### config.mk
export PLATFORM = sky130hd
export DESIGN_NAME = unique_value_stack_top
export DESIGN_NICKNAME = d
export VERILOG_FILES = /design/src/design/usv_pkg.sv /design/src/design/unique_value_stack_top.sv /design/src/design/usv_front.sv /design/src/design/usv_queue.sv /design/src/design/usv_back.sv
export VERILOG_INCLUDE_DIRS = /design/src /design/src/design
export SDC_FILE = /design/constraint.sdc
export NUM_CORES = 1
export LEC_CHECK = 0
export CORE_ASPECT_RATIO = 0.7
export CORE_MARGIN = 8
export CORE_UTILIZATION = 38
export CTS_CLUSTER_SIZE = 16
export DETAILED_ROUTE_END_ITERATION = 16
export DONT_BUFFER_PORTS = 1
export GPL_TIMING_DRIVEN = 0
export HOLD_SLACK_MARGIN = 0.12
export SLEW_MARGIN = 10
export SYNTH_ARGS = -nofsm -noshare
export SYNTH_HDL_FRONTEND = slang
export SYNTH_SLANG_ARGS = --single-unit
### constraint.sdc
create_clock -name clock -period 5.7 [get_ports clock]
set_clock_uncertainty 0.1 [all_clocks]
set_input_delay 0.57 -clock clock [delete_from_list [all_inputs] [get_ports clock]]
set_output_delay 0.57 -clock clock [all_outputs]
set_load 0.05 [all_outputs]
### src/design/assert_macros.svh
// Assertion helpers shared by the unique value stack modules.
// The macros expect signals named clock and reset in the using scope.
`ifndef ASSERT_MACROS_SVH
`define ASSERT_MACROS_SVH

// Checked property, switched off while reset is high.
`define USV_CHECK(name, prop, msg) \
   name: assert property (@(posedge clock) disable iff (reset) prop) \
      else $error(msg);

// Checked property that also holds across reset.
`define USV_CHECK_RST(name, prop, msg) \
   name: assert property (@(posedge clock) prop) \
      else $error(msg);

`endif

### src/design/usv_pkg.sv
// ----------------------------------------------------------------------------
// usv_pkg
// Types and constants shared by the unique value stack front end, request
// queue and execution back end.
// ----------------------------------------------------------------------------
`default_nettype none

package usv_pkg;

   localparam int DEPTH    = 16;
   localparam int IDX_W    = (DEPTH > 1) ? $clog2(DEPTH) : 1;
   localparam int COUNT_W  = 5;
   localparam int KIND_W   = 2;
   localparam int VALUE_W  = 32;
   localparam int POS_W    = 4;
   localparam int STATUS_W = 3;

   // Request kinds as they arrive on the request port.
   localparam logic [KIND_W-1:0] KIND_PUSH = 2'd0;
   localparam logic [KIND_W-1:0] KIND_POP  = 2'd1;
   localparam logic [KIND_W-1:0] KIND_READ = 2'd2;

   // Decoded operation, one-hot.
   typedef enum logic [3:0] {
      OP_PUSH = 4'b0001,
      OP_POP  = 4'b0010,
      OP_READ = 4'b0100,
      OP_NOP  = 4'b1000
   } op_type;

   typedef enum logic [STATUS_W-1:0] {
      ST_OK    = 3'd0,
      ST_DUP   = 3'd1,
      ST_FULL  = 3'd2,
      ST_EMPTY = 3'd3,
      ST_RANGE = 3'd4
   } status_type;

   typedef struct packed {
      op_type                     op;
      logic signed [VALUE_W-1:0]  value;
      logic        [POS_W-1:0]    position;
   } item_type;

endpackage

`default_nettype wire

### src/design/unique_value_stack_top.sv
// A push, pop or read request passes a search step and a commit step in the
// execution back end: the search compares the value against all live entries
// and fetches the addressed entry, the commit updates the stack and registers
// the response. The back end takes no new request until the last one has
// committed. A two-entry queue lets requests be taken while the back end is
// busy or a response waits.
// ----------------------------------------------------------------------------
// unique_value_stack_top
// Stack of up to 16 signed 32-bit values that ignores pushes of values already
// stored; every response carries the entry count after the request.
// ----------------------------------------------------------------------------
`default_nettype none

module unique_value_stack_top (
   input  wire                                 clock,
   input  wire                                 reset,
   input  wire                                 req_valid,
   output logic                                req_stall,
   input  wire        [usv_pkg::KIND_W-1:0]    req_kind,
   input  wire signed [usv_pkg::VALUE_W-1:0]   req_value,
   input  wire        [usv_pkg::POS_W-1:0]     req_position,
   output logic                                rsp_valid,
   input  wire                                 rsp_stall,
   output logic signed [usv_pkg::VALUE_W-1:0]  rsp_data,
   output logic        [usv_pkg::STATUS_W-1:0] rsp_status,
   output logic        [usv_pkg::COUNT_W-1:0]  rsp_count
);
   import usv_pkg::*;

   item_type q_wdata;
   item_type q_rdata;
   logic     q_push;
   logic     q_pop;
   logic     q_full;
   logic     q_empty;

   usv_front u_front (
      .clock        (clock),
      .reset        (reset),
      .req_valid    (req_valid),
      .req_kind     (req_kind),
      .req_value    (req_value),
      .req_position (req_position),
      .req_stall    (req_stall),
      .q_full       (q_full),
      .q_push       (q_push),
      .q_wdata      (q_wdata)
   );

   usv_queue u_queue (
      .clock (clock),
      .reset (reset),
      .push  (q_push),
      .wdata (q_wdata),
      .full  (q_full),
      .pop   (q_pop),
      .rdata (q_rdata),
      .empty (q_empty)
   );

   usv_back u_back (
      .clock      (clock),
      .reset      (reset),
      .q_item     (q_rdata),
      .q_empty    (q_empty),
      .q_pop      (q_pop),
      .rsp_valid  (rsp_valid),
      .rsp_stall  (rsp_stall),
      .rsp_data   (rsp_data),
      .rsp_status (rsp_status),
      .rsp_count  (rsp_count)
   );

endmodule

`default_nettype wire

### src/design/usv_front.sv
// ----------------------------------------------------------------------------
// usv_front
// Accepts requests, decodes the kind into an operation and hands the
// decoded request to the queue.
// ----------------------------------------------------------------------------
`default_nettype none

module usv_front (
   input  wire                                 clock,
   input  wire                                 reset,
   input  wire                                 req_valid,
   input  wire        [usv_pkg::KIND_W-1:0]    req_kind,
   input  wire signed [usv_pkg::VALUE_W-1:0]   req_value,
   input  wire        [usv_pkg::POS_W-1:0]     req_position,
   output logic                                req_stall,
   input  wire                                 q_full,
   output logic                                q_push,
   output usv_pkg::item_type                   q_wdata
);
   import usv_pkg::*;

   logic     hold_vld_ff, hold_vld_in;
   item_type hold_item_ff;
   item_type dec_item;
   logic     accept;

   always_comb begin
      dec_item.value    = req_value;
      dec_item.position = req_position;
      unique case (req_kind)
         KIND_PUSH: dec_item.op = OP_PUSH;
         KIND_POP:  dec_item.op = OP_POP;
         KIND_READ: dec_item.op = OP_READ;
         default:   dec_item.op = OP_NOP;
      endcase
   end

   assign q_push    = hold_vld_ff && !q_full;
   assign q_wdata   = hold_item_ff;
   assign req_stall = hold_vld_ff && q_full;
   assign accept    = req_valid && !req_stall;

   always_comb begin
      hold_vld_in = hold_vld_ff;
      if (accept) begin
         hold_vld_in = 1'b1;
      end else if (q_push) begin
         hold_vld_in = 1'b0;
      end
   end

   always_ff @(posedge clock) begin
      if (reset) begin
         hold_vld_ff <= 1'b0;
      end else begin
         hold_vld_ff <= hold_vld_in;
      end
   end

   always_ff @(posedge clock) begin
      if (accept) begin
         hold_item_ff <= dec_item;
      end
   end

endmodule

`default_nettype wire

### src/design/usv_queue.sv
// ----------------------------------------------------------------------------
// usv_queue
// Two-entry queue of decoded requests between the front end and the
// execution back end.
// ----------------------------------------------------------------------------
`default_nettype none

`include "assert_macros.svh"

module usv_queue (
   input  wire                     clock,
   input  wire                     reset,
   input  wire                     push,
   input  wire usv_pkg::item_type  wdata,
   output logic                    full,
   input  wire                     pop,
   output usv_pkg::item_type       rdata,
   output logic                    empty
);
   import usv_pkg::*;

   localparam int QDEPTH = 2;

   item_type         slot_ff [QDEPTH];
   logic             wr_ptr_ff, wr_ptr_in;
   logic             rd_ptr_ff, rd_ptr_in;
   logic [1:0]       cnt_ff, cnt_in;

   assign full  = (cnt_ff == 2'(QDEPTH));
   assign empty = (cnt_ff == 2'd0);
   assign rdata = slot_ff[rd_ptr_ff];

   always_comb begin
      wr_ptr_in = push ? !wr_ptr_ff : wr_ptr_ff;
      rd_ptr_in = pop  ? !rd_ptr_ff : rd_ptr_ff;
      cnt_in    = cnt_ff + 2'(push) - 2'(pop);
   end

   always_ff @(posedge clock) begin
      if (reset) begin
         wr_ptr_ff <= 1'b0;
         rd_ptr_ff <= 1'b0;
         cnt_ff    <= 2'd0;
      end else begin
         wr_ptr_ff <= wr_ptr_in;
         rd_ptr_ff <= rd_ptr_in;
         cnt_ff    <= cnt_in;
      end
   end

   always_ff @(posedge clock) begin
      if (push) begin
         slot_ff[wr_ptr_ff] <= wdata;
      end
   end

   `USV_CHECK(a_queue_no_overflow, !(push && full), "push into a full request queue")
   `USV_CHECK(a_queue_no_underflow, !(pop && empty), "pop from an empty request queue")

endmodule

`default_nettype wire

### src/design/usv_back.sv
// ----------------------------------------------------------------------------
// usv_back
// Holds the stack and executes queued requests in two steps: a search step
// that compares the value against all live entries and fetches the addressed
// entry, and a commit step that updates the stack and loads the response.
// ----------------------------------------------------------------------------
`default_nettype none

`include "assert_macros.svh"

module usv_back (
   input  wire                                 clock,
   input  wire                                 reset,
   input  wire usv_pkg::item_type              q_item,
   input  wire                                 q_empty,
   output logic                                q_pop,
   output logic                                rsp_valid,
   input  wire                                 rsp_stall,
   output logic signed [usv_pkg::VALUE_W-1:0]  rsp_data,
   output logic        [usv_pkg::STATUS_W-1:0] rsp_status,
   output logic        [usv_pkg::COUNT_W-1:0]  rsp_count
);
   import usv_pkg::*;

   typedef enum logic [1:0] {
      S_SEARCH = 2'b01,
      S_COMMIT = 2'b10
   } state_type;

   state_type                 state_ff, state_in;
   logic signed [VALUE_W-1:0] entries_ff [DEPTH];
   logic [COUNT_W-1:0]        fill_ff, fill_in;

   // Request held between search and commit.
   op_type                    op_ff;
   logic signed [VALUE_W-1:0] value_ff;
   logic [POS_W-1:0]          pos_ff;
   logic                      hit_ff;
   logic signed [VALUE_W-1:0] rdata_ff;

   logic                      rsp_valid_ff, rsp_valid_in;
   logic signed [VALUE_W-1:0] rsp_data_ff, rsp_data_in;
   status_type                rsp_status_ff, status_in;
   logic [COUNT_W-1:0]        rsp_count_ff;

   logic [DEPTH-1:0]          match_vec;
   logic [COUNT_W-1:0]        fill_m1;
   logic [IDX_W-1:0]          rd_addr;
   logic                      commit;
   logic                      do_write;
   logic                      out_free;

   assign fill_m1  = fill_ff - COUNT_W'(1);
   assign out_free = !rsp_valid_ff || !rsp_stall;
   assign q_pop    = (state_ff == S_SEARCH) && !q_empty;
   assign commit   = (state_ff == S_COMMIT) && out_free;

   // Only entries below the fill level take part in the duplicate search.
   always_comb begin
      for (int i = 0; i < DEPTH; i++) begin
         match_vec[i] = (entries_ff[i] == q_item.value) && (COUNT_W'(i) < fill_ff);
      end
   end

   always_comb begin
      if (q_item.op == OP_POP) begin
         rd_addr = fill_m1[IDX_W-1:0];
      end else begin
         rd_addr = IDX_W'(q_item.position);
      end
   end

   always_comb begin
      status_in   = ST_OK;
      rsp_data_in = '0;
      fill_in     = fill_ff;
      do_write    = 1'b0;
      unique case (op_ff)
         OP_PUSH: begin
            if (fill_ff >= COUNT_W'(DEPTH)) begin
               status_in = ST_FULL;
            end else if (hit_ff) begin
               status_in = ST_DUP;
            end else begin
               do_write = 1'b1;
               fill_in  = fill_ff + COUNT_W'(1);
            end
         end
         OP_POP: begin
            if (fill_ff == '0) begin
               status_in = ST_EMPTY;
            end else begin
               fill_in     = fill_m1;
               rsp_data_in = rdata_ff;
            end
         end
         OP_READ: begin
            if (COUNT_W'(pos_ff) >= fill_ff) begin
               status_in = ST_RANGE;
            end else begin
               rsp_data_in = rdata_ff;
            end
         end
         default: begin
            status_in = ST_OK;
         end
      endcase
   end

   always_comb begin
      state_in = state_ff;
      unique case (state_ff)
         S_SEARCH: if (!q_empty) state_in = S_COMMIT;
         S_COMMIT: if (out_free) state_in = S_SEARCH;
         default:  state_in = S_SEARCH;
      endcase
   end

   always_comb begin
      rsp_valid_in = rsp_valid_ff;
      if (commit) begin
         rsp_valid_in = 1'b1;
      end else if (!rsp_stall) begin
         rsp_valid_in = 1'b0;
      end
   end

   always_ff @(posedge clock) begin
      if (reset) begin
         state_ff     <= S_SEARCH;
         fill_ff      <= '0;
         rsp_valid_ff <= 1'b0;
      end else begin
         state_ff     <= state_in;
         rsp_valid_ff <= rsp_valid_in;
         if (commit) begin
            fill_ff <= fill_in;
         end
      end
   end

   always_ff @(posedge clock) begin
      if (q_pop) begin
         op_ff    <= q_item.op;
         value_ff <= q_item.value;
         pos_ff   <= q_item.position;
         hit_ff   <= |match_vec;
         rdata_ff <= entries_ff[rd_addr];
      end
      if (commit) begin
         rsp_data_ff   <= rsp_data_in;
         rsp_status_ff <= status_in;
         rsp_count_ff  <= fill_in;
      end
      if (commit && do_write) begin
         entries_ff[fill_ff[IDX_W-1:0]] <= value_ff;
      end
   end

   assign rsp_valid  = rsp_valid_ff;
   assign rsp_data   = rsp_data_ff;
   assign rsp_status = rsp_status_ff;
   assign rsp_count  = rsp_count_ff;

   `USV_CHECK_RST(a_reset_clears, reset |=> (fill_ff == '0 && !rsp_valid_ff), "reset left state")
   `USV_CHECK(a_fill_bound, fill_ff <= COUNT_W'(DEPTH), "fill level above stack depth")
   `USV_CHECK(a_push_grows, (commit && do_write) |=> (fill_ff == $past(fill_ff) + COUNT_W'(1)),
              "accepted push did not grow the stack")
   `USV_CHECK(a_commit_loads, commit |=> rsp_valid_ff, "commit did not present a response")

endmodule

`default_nettype wire
==> impl_metrics.yaml, run 1 <==
detailed_routing:
  viasPerCell: 6.11
  via_count: 21200
  drt.antenna.violating_nets: 0
  drc: 0
  drtPass1Iterations: 6
  wl_mm: 149
  drt-wirelength-per-cell_um: 43.0
  drtIter0Drc: 3617
sta:
  slew_viol_final: 1
  min_period_ns: 5.72
  fin_tns_setup_ns: -0.0222
  tightest_slew_ns: 1.50
  post-route-period-util_pct: 100
  fmax_mhz: 175
  setup_viol: 1
  worst_hold_slack_ns: 0.231
  hold_viol: 0
  slew-limit-headroom_pct: -0.805
  setup_ws_ns: -0.0222
synthesis:
  synth.net_count: 2098
  ys_types: 43
  synth-compound-area-share_pct: 2.10
  synthSimpleGateAreaFrac_pct: 5.49
  synth.area.mux_share_pct: 10.0
  yosysTopAreaCellShare_pct: 66.0
  synth_seq_cells: 759
  synth_top_family_by_area: "XOR/XNOR gates"
  syn_area_um2: 33900
  yosys_warnings: 0
  synthArstFlopShare_pct: 0
  synthCells: 2045
  synth_xor_area_share_pct: 13.4
  syn_avg_cell_area_um2: 16.6
  yosysMostFrequentCell: "edfxtp_1"
  ys_seq_area_share_pct: 66.8
  synth_edf_count: 745
  yosys.area.top_type: "edfxtp_1"
  synthAdderAreaFrac_pct: 0.406
  synth.area.top_cells: "edfxtp_1, xnor2_1, mux4_2, xor2_1, nor4_1"
  synth_common_cells: "edfxtp_1, xnor2_1, mux4_2, xor2_1, nor4_1"
  synthFlopType: "edfxtp_1"
floorplan:
  fp.dieH_um: 266
  io_pins: 84
  start_util_pct: 38.4
  die_w_um: 373
  design.core.area_um2: 88200
  core.rowCount: 91
  die_area_um2: 99200
pwr:
  clockPowerShare_pct: 28.2
  ir_worst_vdd_uv: 213
  p_sw_share_pct: 37.6
  p_leak_nw: 12.4
  p_per_area_nw_per_um2: 479
  p_int_w: 0.0119
  p_sw_w: 0.00715
  power_frac_comb_pct: 32.6
  seq_power_share_pct: 39.2
finish:
  area_growth_pct: 17.1
  final_nets: 2288
  drive_above_1_share_pct: 18.1
hold_path:
  hold-path-cell-count: 2
  min_path_type: "input port to register"
worst_setup_path:
  crit_required_ns: 6.05
  critPathLaunchType: "register"
  worst-path-buf-inv: 2
  critPathMaxStageDelay_ns: 1.12
  crit_slowest_cell: "nor4_1"
  cp_cell_sequence: "buf_6, buf_1, mux2i_1, xnor2_1, nor4_1, o311ai_1, nor4_1, nor4_1, nand4_1"
  cp.arrival_ns: 6.07
  crit_type: "register to register"
  crit_top_cell: "nor4_1"
  path_depth: 9
  worstSetupEndpointType: "register"
  rr_worst_depth: 9
  crit_family: "simple AND/OR/NAND/NOR gates"
  crit_path_max_fanout: 10
grt:
  gr-total-overflow: 0
  grt_pass1_vias: 20000
  grt_pass1_wl_mm: 194
  grt_max_degree: 46
  globalRouteTotalUtil_pct: 29.4
  antenna_found_initial: 18
clock_tree:
  clock_path_buffers: 3
  clk_latency_ns: 0.68
  ctsResizeCount: 0
  tritoncts: "built"
  clk_pin_slew_worst_paths_ns: 0.07
  cts.sinks: 759
  ctsHtreeMaxLevel: 3
  root_buffer: "clkbuf_16"
  cts_buffers: 77
placed_design:
  hpwl_mm: 116
  io_buffers: 0
  dp_slack_ns: 0.319
  gp_congestion: 1.06
flow_run:
  maxCapViolCount: 4
status:
  outcome: "finished with violations"
  violations: "capacitance limit, slew limit, setup timing"
-- area by class of cell --
| type | instances | area, um^2 |
|---|---|---|
| fillers | 7653 | 48500 |
| flip-flops and latches | 759 | 22700 |
| multi-input cells | 1150 | 10900 |
| clock buffers | 93 | 2070 |
| repair buffers | 111 | 1470 |
| well taps | 1162 | 1450 |
| clock inverters | 46 | 531 |
| plain buffers | 87 | 412 |
| inverters | 49 | 189 |
| diodes | 8 | 20.0 |
-- power groups by stage --
stage               Combinational, W  Clock, W  Sequential (W)
floorplan                    0.00295         0         0.00739
global placement             0.00576         0         0.00756
detailed placement           0.00587         0         0.00757
CTS                          0.00592   0.00540         0.00745
global route                 0.00619   0.00559         0.00752
finish                       0.00619   0.00537         0.00746
-- metal layers --
metal / vias up / wire, um / track usage, %
met5: - / 92 / 0
met4: 14 / 4550 / 7.87
met3: 232 / 21600 / 13.1
met2: 1531 / 59700 / 40.4
met1: 11200 / 63300 / 41.9
li1: 8233 / - / -
-- worst register-to-register path: stages (launching register included) --
cell and delay, ns:
dfxtp_1 0.41, buf_6 0.24, buf_1 0.83, mux2i_1 0.99
xnor2_1 0.12, nor4_1 1.12, o311ai_1 0.65, nor4_1 0.58
nor4_1 0.16, nand4_1 0.30
-- timing repair --
item                      in CTS  in global routing
hold endpoints to repair      58                  0
setup buffers                  0                  0
hold buffers                  42                  0
-- metrics by stage --
stage	power (W)	area, um^2	utilization (%)	instances
2_1_floorplan	0.0103	33900	-	2045
3_3_place_gp	0.0133	35400	40.1	3207
3_5_place_dp	0.0134	36700	41.5	3276
4_1_cts	0.0188	39700	45.0	3457
5_1_grt	0.0193	39700	45.0	3458
6_report	0.0190	39700	45.0	3465
-- cells by family after synthesis --
logic type	Yosys count
compound gates	103
simple gates	339
buf+inv	136
fa+ha+maj	11
flops	759
mux	177
xor+xnor	520
-- flip-flops by register name (all words and copies together) (netlist names), 2 cells and up, named ones only --
name               flops
u_queue.slot_ff       80
u_back.state_ff        2
u_back.op_ff           4
u_back.rsp_status      3
u_back.entries_ff    512
u_back.value_ff       32
u_front.q_wdata       40
u_back.rsp_data       32
u_back.rdata_ff       32
u_back.rsp_count       5
u_back.pos_ff          4
u_back.fill_ff         5
u_queue.cnt_ff         2
-- final timing paths --
check	end	start	slack, ns
hold reg to reg	u_queue.slot_ff[0][30]	u_front.q_wdata[30]	0.34
hold / removal	u_back.fill_ff[2]	reset	0.23
setup / recovery	u_back.hit_ff	register	-0.02
setup reg to reg	u_back.hit_ff	register	-0.02
-- cell usage in the layout, fill, tap and decap left out, types with 9 or more instances in the layout --
master	count
edfxtp_1	745
clkbuf_1	50
nand4_1	40
and2_1	35
nor3_1	19
nor2_4	13
nor4_1	100
ha_1	11
clkbuf_16	81
a21oi_1	17
mux2i_1	15
nand2_1	53
dlygate4sd3_1	42
nand3_1	21
mux2_2	9
o21ai_0	9
nor2_1	23
xor2_1	105
dfxtp_1	14
xnor2_1	415
buf_12	24
clkinv_2	10
buf_6	23
mux2i_2	23
inv_1	48
a22oi_1	64
mux4_2	128
bufinv_16	11
clkinv_1	16
buf_2	36
buf_4	20
Note: power is estimated with default switching activity, not from simulation.
==> run 2, diff against run 1 <==
--- a/config.mk
+++ b/config.mk
@@ -14,6 +14,7 @@
 export DONT_BUFFER_PORTS = 1
 export GPL_TIMING_DRIVEN = 0
 export HOLD_SLACK_MARGIN = 0.12
+export PLACE_DENSITY = 0.52
 export SLEW_MARGIN = 10
 export SYNTH_ARGS = -nofsm -noshare
 export SYNTH_HDL_FRONTEND = slang
==> run 2 against run 1 <==
Against the previous run: the flow finishes with violations (capacitance limit, setup timing); flip-flop and latch count did not move; combinational power down 0.6%; sequential power is essentially flat; maximum frequency decreased by 2.5%; worst hold slack got worse by 0.014 ns; routed wire length grew 0.66%; final cell count rose by 0.14%; count of clock-buffer cells in the layout down 1; critical path depth rose by 1; die area did not move; global-route usage grew 0.19 points; total power down 1.6%.
==> impl_metrics.yaml, run 2 (synthesis gave the netlist of run 1 again) <==
clock_tree:
  root_buffer: "clkbuf_16"
  cts.sinks: 759
  ctsHtreeMaxLevel: 3
  cts_buffers: 80
  clk_pin_slew_worst_paths_ns: 0.07
  clock_path_buffers: 3
  cts_setup_buffers: 0
  tritoncts: "built"
  clk_latency_ns: 0.69
placed_design:
  io_buffers: 0
  hpwl_mm: 117
  dp.cells: 3277
  gp_congestion: 1.07
sta:
  hold_viol: 0
  setup_ws_ns: -0.168
  tightest_slew_ns: 1.46
  fin_tns_setup_ns: -0.168
  slew_viol_final: 0
  rsz0062_at_grt: "false"
  fmax_mhz: 170
  slew-limit-headroom_pct: 1.58
  post-route-period-util_pct: 103
  setup_viol: 1
  min_period_ns: 5.87
detailed_routing:
  drt.antenna.violating_nets: 0
  via_count: 21100
  drc: 0
  drtIter0Drc: 3675
  wl_mm: 150
  drtPass1Iterations: 6
  viasPerCell: 6.09
  drt-wirelength-per-cell_um: 43.3
worst_setup_path:
  critPathMaxStageDelay_ns: 1.10
  cp.arrival_ns: 6.22
  rrSetupSlack_ns: -0.17
  rr_worst_depth: 10
  crit_required_ns: 6.05
  crit_path_max_fanout: 10
  critPathLaunchType: "register"
  cp_cell_sequence: "buf_6, buf_1, mux2i_2, buf_2, xnor2_1, nor4_1, nand4_1, nor3_1, nor4_1, nand4_1"
  worstReg2RegEnd: "u_back.hit_ff"
  worstSetupEndpointType: "register"
  crit_slowest_cell: "nor4_1"
  crit_type: "register to register"
floorplan:
  start_util_pct: 38.4
  design.core.area_um2: 88200
  fp.dieH_um: 266
  io_pins: 84
  core.rowCount: 91
  die_area_um2: 99200
  die_w_um: 373
grt:
  antenna_found_initial: 23
  globalRouteTotalUtil_pct: 29.6
  gr-total-overflow: 0
  grt_pass1_wl_mm: 195
  grt_max_degree: 46
  grt_pass1_vias: 20200
finish:
  fin_cells: 3470
  largest_reg_flops: 512
  drive_above_1_share_pct: 18.4
  layout_common_cells: "edfxtp_1, xnor2_1, mux4_2"
  layout_commonest_cell: "edfxtp_1"
  final_nets: 2292
  area_growth_pct: 16.7
flow_run:
  maxCapViolCount: 1
hold_path:
  hold_end: "u_back.fill_ff[2]"
  min_path_type: "input port to register"
  worstHoldStart: "reset"
  hold-path-cell-count: 2
pwr:
  p_leak_nw: 12.3
  ir_worst_vdd_uv: 229
  p_per_area_nw_per_um2: 473
  finalPower_w: 0.0187
status:
  outcome: "finished with violations"
  violations: "capacitance limit, setup timing"
## run 2: worst max-delay path by stage
stage,endpoint,slack (ns),depth (start not counted)
final,u_back.hit_ff,-0.17,10
after detailed placement,u_back.hit_ff,0.14,10
after global routing,u_back.hit_ff,0.07,10
after CTS,u_back.hit_ff,0.05,10
after global placement,u_back.entries_ff[2][22],-5.36,5
after floorplan,u_back.entries_ff[3][0],0.45,5
## run 2: per-stage QoR
step | util (%) | hold slack, ns | cell area [um^2] | setup WS [ns]
after floorplan | - | 0.321 | 33900 | 0.449
after global placement | 40.1 | 0.326 | 35400 | -5.36
after detailed placement | 41.5 | 0.333 | 36700 | 0.137
after CTS | 44.8 | 0.199 | 39500 | 0.0546
after global routing | 44.8 | 0.239 | 39500 | 0.0723
final | 44.8 | 0.217 | 39600 | -0.168
## run 2: where the power goes
part / switching [W] / total, W / internal, W
registers: 0.000498 / 0.00748 / 0.00698
logic: 0.00436 / 0.00615 / 0.00179
clock network: 0.00232 / 0.00509 / 0.00277
## run 2: per-layer routing
layer	GRT usage [%]	vias up	share of wire, %
li1	-	8239	-
met1	41.8	11200	43
met2	41.7	1415	41
met3	12.7	230	13
met4	7.50	18	2.9
met5	0	-	0.078
## run 2: final cells by class
class,count,area [um^2]
clock buffer,92,2050
timing repair buffer,112,1460
buffer,87,413
tap,1162,1450
sequential,759,22700
antenna,7,17.5
clock inverter,52,405
inverter,49,189
multi-input combinational,1150,10900
fill,7741,48700
## run 2: critical path, delay by kind of cell, from the launching register on
family,cells,cell delay [ns]
xor+xnor,1,0.27
buf+inv,3,1.58
flops,1,0.42
mux,1,0.89
simple gates,5,2.35
## run 2: timing repair
| action | in CTS | in global routing |
|---|---|---|
| endpoints found under the setup margin | 0 | 1 |
| hold buffers | 42 | 0 |
| resized for setup | 0 | 1 |
| endpoints found under the hold margin | 71 | 0 |
